File: src/hw/rtl/u8id_pkg.sv
`default_nettype none
// ----------------------------------------------------------------------------
// u8id_pkg
// Shared types and constants for the UTF-8 identifier checker.
// ----------------------------------------------------------------------------
package u8id_pkg;

    localparam int CODE_W        = 21;
    localparam int COUNT_W       = 9;
    localparam int LEN_W         = 8;
    localparam int QUEUE_DEPTH   = 2;

    localparam logic [LEN_W-1:0]   MAX_LENGTH_RESET = 8'd64;
    localparam logic [COUNT_W-1:0] COUNT_SAT        = 9'd256;
    localparam logic [CODE_W-1:0]  CODE_MAX         = 21'h00FFFF;

    localparam logic [1:0] VERDICT_OK       = 2'd0;
    localparam logic [1:0] VERDICT_EMPTY    = 2'd1;
    localparam logic [1:0] VERDICT_TOO_LONG = 2'd2;
    localparam logic [1:0] VERDICT_BAD_CHAR = 2'd3;

    typedef struct packed {
        logic [7:0] data_byte;
        logic       last_byte;
        logic       empty_identifier;
    } in_item_t;

    typedef struct packed {
        logic [1:0]        verdict;
        logic [CODE_W-1:0] bad_code_point;
    } out_item_t;

    // Classified byte handed from front to back
    typedef struct packed {
        logic       empty_identifier;
        logic       last_byte;
        logic [7:0] data_byte;
        logic       stray;         // continuation or 0xF8+ in lead position
        logic [1:0] lead_pending;  // continuation bytes a lead byte asks for
        logic [6:0] lead_bits;     // payload bits of the lead byte
    } cmd_t;

endpackage
`default_nettype wire

File: src/hw/rtl/u8id_back.sv
`default_nettype none
// ----------------------------------------------------------------------------
// u8id_back
// Assembles code points, tracks length and the first bad code point, and
// registers one verdict per identifier.
// ----------------------------------------------------------------------------
module u8id_back
    import u8id_pkg::*;
(
    input  wire logic             clk,
    input  wire logic             rst_n,
    input  wire logic [LEN_W-1:0] max_length,
    input  wire logic             cmd_valid,
    output logic                  cmd_ready,
    input  wire cmd_t             cmd,
    output logic                  out_valid,
    input  wire logic             out_ready,
    output out_item_t             out_item
);

    logic [1:0]         pending_reg, pending_next;
    logic [CODE_W-1:0]  partial_reg, partial_next;
    logic [COUNT_W-1:0] count_reg, count_next;
    logic               seen_reg, seen_next;
    logic [CODE_W-1:0]  first_reg, first_next;
    logic               out_valid_reg, out_valid_next;
    out_item_t          out_item_reg, out_item_next;

    logic               take;
    logic [1:0]         pending_upd;
    logic [CODE_W-1:0]  partial_upd;
    logic [COUNT_W-1:0] count_upd;
    logic               code_en, code_bad;
    logic [CODE_W-1:0]  code_val;
    logic               seen1, seen2;
    logic [CODE_W-1:0]  first1, first2, trunc_code;

    assign cmd_ready = !out_valid_reg || out_ready;
    assign take      = cmd_valid && cmd_ready;
    assign out_valid = out_valid_reg;
    assign out_item  = out_item_reg;

    always_comb
    begin
        count_upd   = (count_reg == COUNT_SAT) ? count_reg : count_reg + COUNT_W'(1);
        pending_upd = pending_reg;
        partial_upd = partial_reg;
        code_en     = 1'b0;
        code_val    = '0;
        if (pending_reg != 2'd0)
        begin
            // continuation position: take low six bits, no check
            partial_upd = {partial_reg[CODE_W-7:0], cmd.data_byte[5:0]};
            pending_upd = pending_reg - 2'd1;
            code_en     = (pending_upd == 2'd0);
            code_val    = partial_upd;
        end
        else if (cmd.stray)
        begin
            code_en = 1'b1;
        end
        else if (cmd.lead_pending == 2'd0)
        begin
            code_en  = 1'b1;
            code_val = {{(CODE_W-7){1'b0}}, cmd.lead_bits};
        end
        else
        begin
            partial_upd = {{(CODE_W-7){1'b0}}, cmd.lead_bits};
            pending_upd = cmd.lead_pending;
        end

        code_bad = (code_val == '0) || (code_val > CODE_MAX);
        seen1    = seen_reg || (code_en && code_bad);
        first1   = (code_en && code_bad && !seen_reg) ? code_val : first_reg;

        // truncated sequence: pad missing bits with zero
        case (pending_upd)
            2'd1:    trunc_code = {partial_upd[CODE_W-7:0], 6'd0};
            2'd2:    trunc_code = {partial_upd[CODE_W-13:0], 12'd0};
            2'd3:    trunc_code = {partial_upd[CODE_W-19:0], 18'd0};
            default: trunc_code = '0;
        endcase

        seen2  = seen1;
        first2 = first1;
        if (pending_upd != 2'd0 && !seen1)
        begin
            seen2  = 1'b1;
            first2 = trunc_code;
        end
    end

    always_comb
    begin
        pending_next   = pending_reg;
        partial_next   = partial_reg;
        count_next     = count_reg;
        seen_next      = seen_reg;
        first_next     = first_reg;
        out_valid_next = out_valid_reg && !out_ready;
        out_item_next  = out_item_reg;
        if (take)
        begin
            if (cmd.empty_identifier || cmd.last_byte)
            begin
                pending_next   = 2'd0;
                partial_next   = '0;
                count_next     = '0;
                seen_next      = 1'b0;
                first_next     = '0;
                out_valid_next = 1'b1;
                out_item_next.bad_code_point = '0;
                if (cmd.empty_identifier)
                begin
                    out_item_next.verdict = VERDICT_EMPTY;
                end
                else if (count_upd > {1'b0, max_length})
                begin
                    out_item_next.verdict = VERDICT_TOO_LONG;
                end
                else if (seen2)
                begin
                    out_item_next.verdict        = VERDICT_BAD_CHAR;
                    out_item_next.bad_code_point = first2;
                end
                else
                begin
                    out_item_next.verdict = VERDICT_OK;
                end
            end
            else
            begin
                pending_next = pending_upd;
                partial_next = partial_upd;
                count_next   = count_upd;
                seen_next    = seen1;
                first_next   = first1;
            end
        end
    end

    always_ff @(posedge clk or negedge rst_n)
    begin
        if (!rst_n)
        begin
            pending_reg   <= 2'd0;
            partial_reg   <= '0;
            count_reg     <= '0;
            seen_reg      <= 1'b0;
            first_reg     <= '0;
            out_valid_reg <= 1'b0;
        end
        else
        begin
            pending_reg   <= pending_next;
            partial_reg   <= partial_next;
            count_reg     <= count_next;
            seen_reg      <= seen_next;
            first_reg     <= first_next;
            out_valid_reg <= out_valid_next;
        end
    end

    always_ff @(posedge clk)
    begin
        out_item_reg <= out_item_next;
    end

endmodule
`default_nettype wire

File: config.mk
export PLATFORM = sky130hd
export DESIGN_NAME = u8id_back
export DESIGN_NICKNAME = d
export VERILOG_FILES = /design/src/hw/rtl/u8id_pkg.sv /design/src/hw/rtl/u8id_back.sv
export SDC_FILE = /design/constraint.sdc
export NUM_CORES = 1
export LEC_CHECK = 0
export BUFFER_PORTS_ARGS = -buffer_cell sky130_fd_sc_hd__buf_2
export CAP_MARGIN = 20
export CORE_MARGIN = 4
export CORE_UTILIZATION = 57
export CTS_CLUSTER_SIZE = 16
export DETAILED_ROUTE_END_ITERATION = 10
export HOLD_SLACK_MARGIN = 0.12
export PLACE_DENSITY = 0.79
export SYNTH_ARGS = -nofsm -noshare
export SYNTH_HDL_FRONTEND = slang
export SYNTH_SLANG_ARGS = --single-unit
File: constraint.sdc
create_clock -name clk -period 4.05 [get_ports clk]
set_input_delay 1.0125 -clock clk [delete_from_list [all_inputs] [get_ports clk]]
set_output_delay 1.0125 -clock clk [all_outputs]
set_load 0.01 [all_outputs]
==> reports/metrics.cfg, run 1 <==
[cts]
htree_levels=3
cts_root_buf=clkbuf_8
cts-buffers-inserted=9
ctsResizeCount=0
clk_latency_ps=350
tritoncts=built
clk_pin_slew_worst_paths_ps=70
clk_path_buf_depth=2
cts_sinks=72
cts_setup_buffers=0
cts_hold_buf=0

[synth]
synth_edf_count=23
ys_async_sr_fraction_pct=68.1
synth_nets=428
synth.distinct_cells=55
syn_area_per_cell_um2=10.4
synthTopCellsByArea=dfrtp_1, edfxtp_1, nand2_1, a22o_1, o21ai_0
synth_top_area_share_pct=30.6
synth_commonest_cells=dfrtp_1, nand2_1, o21ai_0
synth_area_leader_cell=dfrtp_1
ys_ff_latch=72
seq_area_frac_synth_pct=47.9
synthCells=386
post-synth-top-count-cell=dfrtp_1
synth_area_um2=4000
synthFlopType=dfrtp_1
yosys_warnings=0

[final_layout]
final_area_um2=4580
largest_reg_flops=23
fin_util_pct=67.4
seq_area_um2=1920
drive_above_1_share_pct=21.4
fillCellCount=545
multiInputGateArea_um2=1910
nets=480
diodes=0
syn_to_final_growth_pct=14.3

[global_route]
grt-ovfl-total=0
antenna_found_initial=0
grt_first_pass_wirelength_um=17500
grt_pass1_vias=3473
grt_max_degree=50
grt_usage_pct=26.3

[routing]
vias=3433
routed_wl_um=10600
routed_via_density=6.37
wl_per_cell_um=19.6
drt-pass1-iter-count=5
detail-route-antenna-nets=0
drcViolationCount=0
dr.first_iter.drc_count=343

[floorplan]
initial_core_util_pct=58.9
die_h_um=91.8
dieArea_um2=8430
die_x_um=91.8
core_area_um2=6790
row_count=30
ioPinCount=57

[sta]
final_max_slew_viol_count=0
setup_viol=0
slew_headroom_pct=49.1
worst_pin_slew_ps=758
hold_slack_ps=490
min_period_ps=3440
rsz0062_at_grt=false
fin_tns_setup_ps=0
clock-skew-final_ps=9.22
fmax_mhz=290
final_hold_viol_count=0
finalCritPeriodShare_pct=85.1

[placement]
place_area_um2=4340
io_buffers=54
gp_congestion=0.948
dp_hpwl_um=7340

[power]
clkPwrFrac_pct=34.4
p_leak_nw=1.90
p_sw_mw=0.533
worst_ir_drop_vdd_uv=271
sw_frac_of_total_pct=29.5
power_frac_comb_pct=20.6
p_int_mw=1.27
p_seq_share_pct=45.0
powerDensity_nw_per_um2=395

[worst_setup_path]
cp.required_ps=4210
worstSetupEndpointType=register
crit_path_start_kind=register
crit_fanout=15
crit_arrival_ps=3600
worstSetupPathType=reg2reg

[status]
status=finished, final reports clean

[worst_hold_path]
hp-class=reg2reg

[run]
drv_cap=0

==> power groups by stage <==
stage	logic (mW)	clock network, mW	registers [mW]
floorplan	0.244	0	0.830
global placement	0.356	0	0.825
detailed placement	0.363	0	0.826
CTS	0.366	0.630	0.812
global route	0.408	0.664	0.816
finish	0.372	0.621	0.812
==> cell families after synthesis <==
kind of cell | Yosys count | share of synthesized area (%)
flops | 72 | 47.9
fa+ha+maj | 10 | 3.13
buf+inv | 35 | 4.41
xor+xnor | 8 | 1.75
compound gates | 142 | 27.8
simple gates | 112 | 13.3
mux | 7 | 1.75
==> per-layer routing <==
metal | wire (um) | up-vias | track usage [%] | share of wire [%]
li1 | - | 1584 | - | -
met1 | 4570 | 1638 | 36.7 | 43
met2 | 4960 | 187 | 40.1 | 47
met3 | 859 | 24 | 6.23 | 8.1
met4 | 179 | 0 | 9.78 | 1.7
met5 | 0 | - | 0 | 0
==> path summary, 6_finish.rpt <==
kind	startpoint	to	slack (ps)	cells after the start
max	count_reg[2]	out_item[3]	610	12
min	first_reg[8]	first_reg[8]	490	2
max reg2reg	count_reg[2]	out_item[3]	610	12
min reg2reg	first_reg[8]	first_reg[8]	490	2
max in group asynchronous	rst_n	count_reg[1]	3060	2
min in group asynchronous	rst_n	first_reg[12]	500	1
==> per-stage QoR <==
step | total power [mW] | worst slack [ps] | std cells
after floorplan | 1.07 | 1020 | 386
after global placement | 1.18 | 613 | 522
after detailed placement | 1.19 | 604 | 522
after CTS | 1.81 | 621 | 538
after global routing | 1.89 | 390 | 539
final | 1.81 | 605 | 539
==> critical path: stages (launching register included) <==
cell and delay, ps:
dfrtp_1 440, nand3_1 150, nor3_1 290, nand3_1 140, xnor2_1 170, ha_1 210, a211oi_1 310, o211ai_1 150
o211ai_1 280, nand3b_1 170, or2_1 400, buf_12 220, a2111oi_2 330
==> layout make-up <==
cell class                 instances  area share, %
inverter                          12          0.984
sequential                        72           41.9
clock buffer                      12           3.17
multi-input combinational        279           41.8
timing repair buffer              64           8.09
tap                               96           2.62
clock inverter                     4           1.48
==> cells in the final DEF, fill, tap and decap left out, drive strengths merged, types with 10 or more instances in the layout <==
master,count
buf,64
o21ai,31
a22o,19
a2111oi,10
inv,12
ha,10
clkbuf,12
edfxtp,23
a21oi,16
dfrtp,49
nor2,24
nand2,46
a221oi,10
nor3,10
o2bb2ai,10
Note: power is estimated with default switching activity, not from simulation.
==> run 2: changes to the inputs <==
- CORE_UTILIZATION: 57 -> 59
- CTS_BUF_LIST: default -> sky130_fd_sc_hd__clkbuf_8
- PLACE_DENSITY: 0.79 -> 0.82
==> reports/metrics.cfg, run 2 (synthesized netlist as in run 1, its figures left out) <==
[cts]
htree_levels=3
cts-buffers-inserted=9
cts_root_buf=clkbuf_8
clk_path_buf_depth=2
clk_latency_ps=360
cts_hold_buf=0
cts_setup_buffers=0
ctsResizeCount=0
tritoncts=built
clk_pin_slew_worst_paths_ps=70
cts_sinks=72

[power]
p_leak_nw=1.91
p_sw_mw=0.536
power_frac_comb_pct=20.5
worst_ir_drop_vdd_uv=289
sw_frac_of_total_pct=30.0
p_int_mw=1.25
clkPwrFrac_pct=34.1
powerDensity_nw_per_um2=393
p_seq_share_pct=45.4

[worst_setup_path]
cp_common_cell=ha_1
crit_fanout=7
worstSetupEndpointType=register
startpoint=count_reg[0]
cp_top_family=simple AND/OR/NAND/NOR gates
crit_arrival_ps=3560
r2r_cells=12
cp_slowest_cell=dfrtp_1
path_cells=inv_1, ha_1, nor4b_1, a21oi_1, ha_1, nand4_1, o32a_1, o211ai_1, nand3b_1, or2_1, buf_4, o32ai_1
cp.required_ps=4210
worst_path_largest_cell_delay_ps=450
worstSetupPathType=reg2reg
rr_endpoint=out_item[9]
crit_path_start_kind=register
cp.depth=12
endpoint=out_item[9]
cp_num_buf_inv=2
reg2reg_slack_ps=640
r2r-start=count_reg[0]

[sta]
final_hold_viol_count=0
rsz0062_at_grt=false
fin_tns_setup_ps=0
clock-skew-final_ps=11.5
min_period_ps=3410
setup_viol=0
fmax_mhz=293
finalCritPeriodShare_pct=84.2
slew_headroom_pct=47.8
final_max_slew_viol_count=0
worst_pin_slew_ps=778

[floorplan]
ioPinCount=57
die_x_um=90.4
core_area_um2=6460
die_h_um=90.4
dieArea_um2=8170
row_count=29
initial_core_util_pct=62.0

[placement]
gp_congestion=0.998
dp_cells=504
place_area_um2=4320
io_buffers=54
dp_hpwl_um=7360

[global_route]
grt_max_degree=50
grt_pass1_vias=3469
grt_usage_pct=26.5
grt-ovfl-total=0
grt_first_pass_wirelength_um=17300
antenna_found_initial=0

[final_layout]
largest_reg_flops=23
syn_to_final_growth_pct=13.6
diodes=0
layout_commonest_cell=buf_2
fillCellCount=485
final_cells=521
nets=481
seq_area_um2=1920
final_area_um2=4550
multiInputGateArea_um2=1910
final_cell_mix=buf_2, dfrtp_1, nand2_1
drive_above_1_share_pct=22.1

[routing]
routed_wl_um=10500
dr.first_iter.drc_count=462
drt-pass1-iter-count=5
drcViolationCount=0
vias=3529
wl_per_cell_um=20.2
detail-route-antenna-nets=0
routed_via_density=6.77

[worst_hold_path]
hp-class=reg2reg

[run]
drv_cap=0

[status]
status=finished, final reports clean

## run 2: worst min-delay path by stage
stage / start / to / slack [ps] / cells past startpoint
floorplan: first_reg[10] / first_reg[10] / 450 / 2
global placement: first_reg[7] / first_reg[7] / 460 / 2
detailed placement: first_reg[4] / first_reg[4] / 470 / 1
CTS: first_reg[3] / first_reg[3] / 500 / 1
global route: rst_n / first_reg[1] / 510 / 1
finish: first_reg[3] / first_reg[3] / 490 / 1
## run 2: power by group through the flow
stage / clock [mW] / combinational [mW] / sequential [mW]
finish: 0.610 / 0.366 / 0.813
global route: 0.652 / 0.398 / 0.816
global placement: 0 / 0.348 / 0.825
floorplan: 0 / 0.244 / 0.830
CTS: 0.617 / 0.357 / 0.812
detailed placement: 0 / 0.353 / 0.826
## run 2: area by class of cell
class                      instances  share of cell area (%)
clock buffer                       9                    2.72
clock inverter                     7                    1.95
inverter                          12                   0.990
multi-input combinational        279                    42.0
sequential                        72                    42.1
tap                               77                    2.12
timing repair buffer              65                    8.03
## run 2: through the flow
| stage | total power [mW] | hold WS, ps | utilization [%] | setup WS (ps) |
|---|---|---|---|---|
| after floorplan | 1.07 | 451 | - | 1020 |
| after global placement | 1.17 | 465 | 66.8 | 691 |
| after detailed placement | 1.18 | 474 | 66.8 | 621 |
| after CTS | 1.79 | 496 | 70.1 | 616 |
| after global routing | 1.87 | 509 | 70.4 | 282 |
| final | 1.79 | 494 | 70.4 | 642 |
## run 2: routing by layer
metal / up-vias / track usage, % / wire [um]
li1: 1593 / - / -
met1: 1680 / 34.7 / 4190
met2: 217 / 40.6 / 4940
met3: 39 / 7.75 / 1120
met4: 0 / 12.1 / 296
met5: - / 0 / 0
==> run 3: changes to the inputs <==
- ABC_AREA: default -> 1
- CORE_UTILIZATION: 59 -> 60
- clock period: 4.05 -> 3.3 ns (I/O delays scaled with it)
==> reports/metrics.cfg, run 3 <==
[cts]
htree_levels=3
clk_path_buf_depth=2
cts-buffers-inserted=9
cts_sinks=72
clk_pin_slew_worst_paths_ps=80
clk_latency_ps=350
tritoncts=built
cts_root_buf=clkbuf_8

[final_layout]
layout_commonest_cell=nand2_1
largest_reg_flops=23
fillCellCount=649
final_cell_mix=nand2_1, inv_1, nor2_1, buf_2, dfrtp_1
diodes=0
drive_above_1_share_pct=14.0
final_area_um2=4990
syn_to_final_growth_pct=13.0
nets=702

[floorplan]
die_h_um=93.8
row_count=31
die_x_um=93.8
core_area_um2=7210
initial_core_util_pct=61.2
dieArea_um2=8790
ioPinCount=57

[power]
worst_ir_drop_vdd_uv=330
powerDensity_nw_per_um2=481
p_leak_nw=2.57

[placement]
place_area_um2=4770
io_buffers=54
dp_hpwl_um=7840
gp_congestion=0.942

[synth]
synth_commonest_cells=nand2_1, inv_1, nor2_1
synth_area_um2=4410
synthCells=610
yosys_warnings=0
synth_top_area_share_pct=27.8
synthFlopType=dfrtp_1
synth_area_leader_cell=dfrtp_1
ys_async_sr_fraction_pct=68.1
synth_nets=652
synthTopCellsByArea=dfrtp_1, edfxtp_1, nand2_1, inv_1, nor2_1
syn_area_per_cell_um2=7.23
synth_edf_count=23
synth.distinct_cells=27
ys_ff_latch=72
post-synth-top-count-cell=nand2_1
seq_area_frac_synth_pct=43.4

[sta]
clock-skew-final_ps=5.07
final_hold_viol_count=0
finalCritPeriodShare_pct=90.6
final_max_slew_viol_count=0
min_period_ps=2990
fmax_mhz=334
worst_pin_slew_ps=839
rsz0062_at_grt=false
fin_tns_setup_ps=0
slew_headroom_pct=43.9
setup_viol=0

[worst_hold_path]
min_path_cells=2
hold_start=first_reg[10]
holdPathEnd=first_reg[10]
hp-class=reg2reg

[worst_setup_path]
r2r_cells=22
rr_endpoint=out_item[14]
cp.required_ps=3410
crit_path_start_kind=register
crit_arrival_ps=3100
worstSetupPathType=reg2reg
worstSetupEndpointType=register
r2r-start=count_reg[0]
reg2reg_slack_ps=310
crit_fanout=9

[global_route]
grt_first_pass_wirelength_um=19100
antenna_found_initial=0
grt_pass1_vias=4037
grt_max_degree=50
grt_usage_pct=27.4
grt-ovfl-total=0

[routing]
detail-route-antenna-nets=0
drt-pass1-iter-count=5
drcViolationCount=0
vias=4238
routed_via_density=5.55
dr.first_iter.drc_count=406
routed_wl_um=11100
wl_per_cell_um=14.5

[run]
drv_cap=0

[status]
status=finished, final reports clean

==> run 3: cell count changes in the layout (fill, tap and decap cells not counted), sizes merged, moves of 6 or more <==
cell | previous run | this run
a21boi | 8 | 0
nand3 | 7 | 41
a22o | 19 | 0
nand2 | 46 | 170
nand4 | 3 | 31
nor2 | 24 | 59
xnor2 | 6 | 0
inv | 15 | 99
mux2i | 7 | 0
a32oi | 6 | 0
a2111oi | 10 | 0
a221oi | 10 | 0
o22ai | 1 | 21
o2bb2ai | 10 | 0
==> run 3: cells by family (layout without fill, tap and decap cells) <==
kind of cell	count (synthesis)	after routing	share of synthesized area, %
xor gates and xnor gates	7	7	1.39
and+or+nand+nor	316	316	30.8
AOI/OAI and AO/OA	79	79	10.2
adders and majority gates	10	10	2.84
buffers and inverters	126	181	11.4
DFF	72	72	43.4
==> run 3: per-layer routing <==
metal | track usage [%] | wire (um) | vias to the layer above
li1 | - | - | 2078
met1 | 36.5 | 4510 | 1945
met2 | 45.5 | 5460 | 195
met3 | 4.17 | 923 | 20
met4 | 9.27 | 191 | 0
met5 | 0 | 0 | -
==> run 3: metrics by stage <==
step	utilization (%)	total power, mW	worst slack [ps]	instances	hold WS (ps)
2_1_floorplan	-	1.47	658	610	449
5_1_grt	69.1	2.53	22.2	764	514
4_1_cts	69.0	2.39	267	764	485
3_3_place_gp	66.1	1.62	411	748	462
6_report	69.1	2.40	309	764	492
3_5_place_dp	66.1	1.64	294	748	465
==> run 3: repair_timing <==
item                                    in CTS  in global routing
gates resized for setup                      0                  2
hold buffers                                 0                  0
buffers inserted                             0                  0
endpoints found under the setup margin       0                 14
==> run 3: how the worst max path moves through the flow <==
| stage | startpoint | endpoint | slack (ps) | cells after the start |
|---|---|---|---|---|
| floorplan | out_ready | seen_reg | 660 | 7 |
| global placement | count_reg[0] | out_item[5] | 410 | 21 |
| detailed placement | count_reg[0] | out_item[14] | 290 | 22 |
| CTS | count_reg[0] | out_item[4] | 270 | 21 |
| global route | count_reg[0] | out_item[14] | 20 | 22 |
| finish | count_reg[0] | out_item[14] | 310 | 22 |
==> run 3: power breakdown <==
group,switching (mW),internal (mW),total (mW)
combinational,0.444,0.193,0.637
clock,0.337,0.419,0.756
sequential,0.0215,0.985,1.01
total,0.803,1.60,2.40
==> run 3: area by class of cell <==
| class | count | area (um^2) | area share (%) |
|---|---|---|---|
| multi-input combinational | 412 | 2000 | 40.2 |
| sequential | 72 | 1920 | 38.4 |
| inverter | 99 | 372 | 7.45 |
| timing repair buffer | 66 | 360 | 7.23 |
| clock buffer | 9 | 124 | 2.48 |
| tap | 99 | 124 | 2.48 |
| clock inverter | 7 | 86.3 | 1.73 |
==> run 3: worst max-delay path: stages, from the launching register on <==
cell	delay, ps
dfrtp_1	380
inv_1	130
ha_1	190
nand4_1	100
nor3_1	190
nand3_1	140
nand2_1	100
inv_1	50
ha_1	280
nand2_1	60
nor2_1	130
nand2_1	60
nand3_1	90
nand2_1	50
nand2_1	50
nand2_1	50
nand2_1	90
a21oi_1	80
nand2_2	130
buf_4	200
nor2_1	50
nand2_1	90
inv_1	50
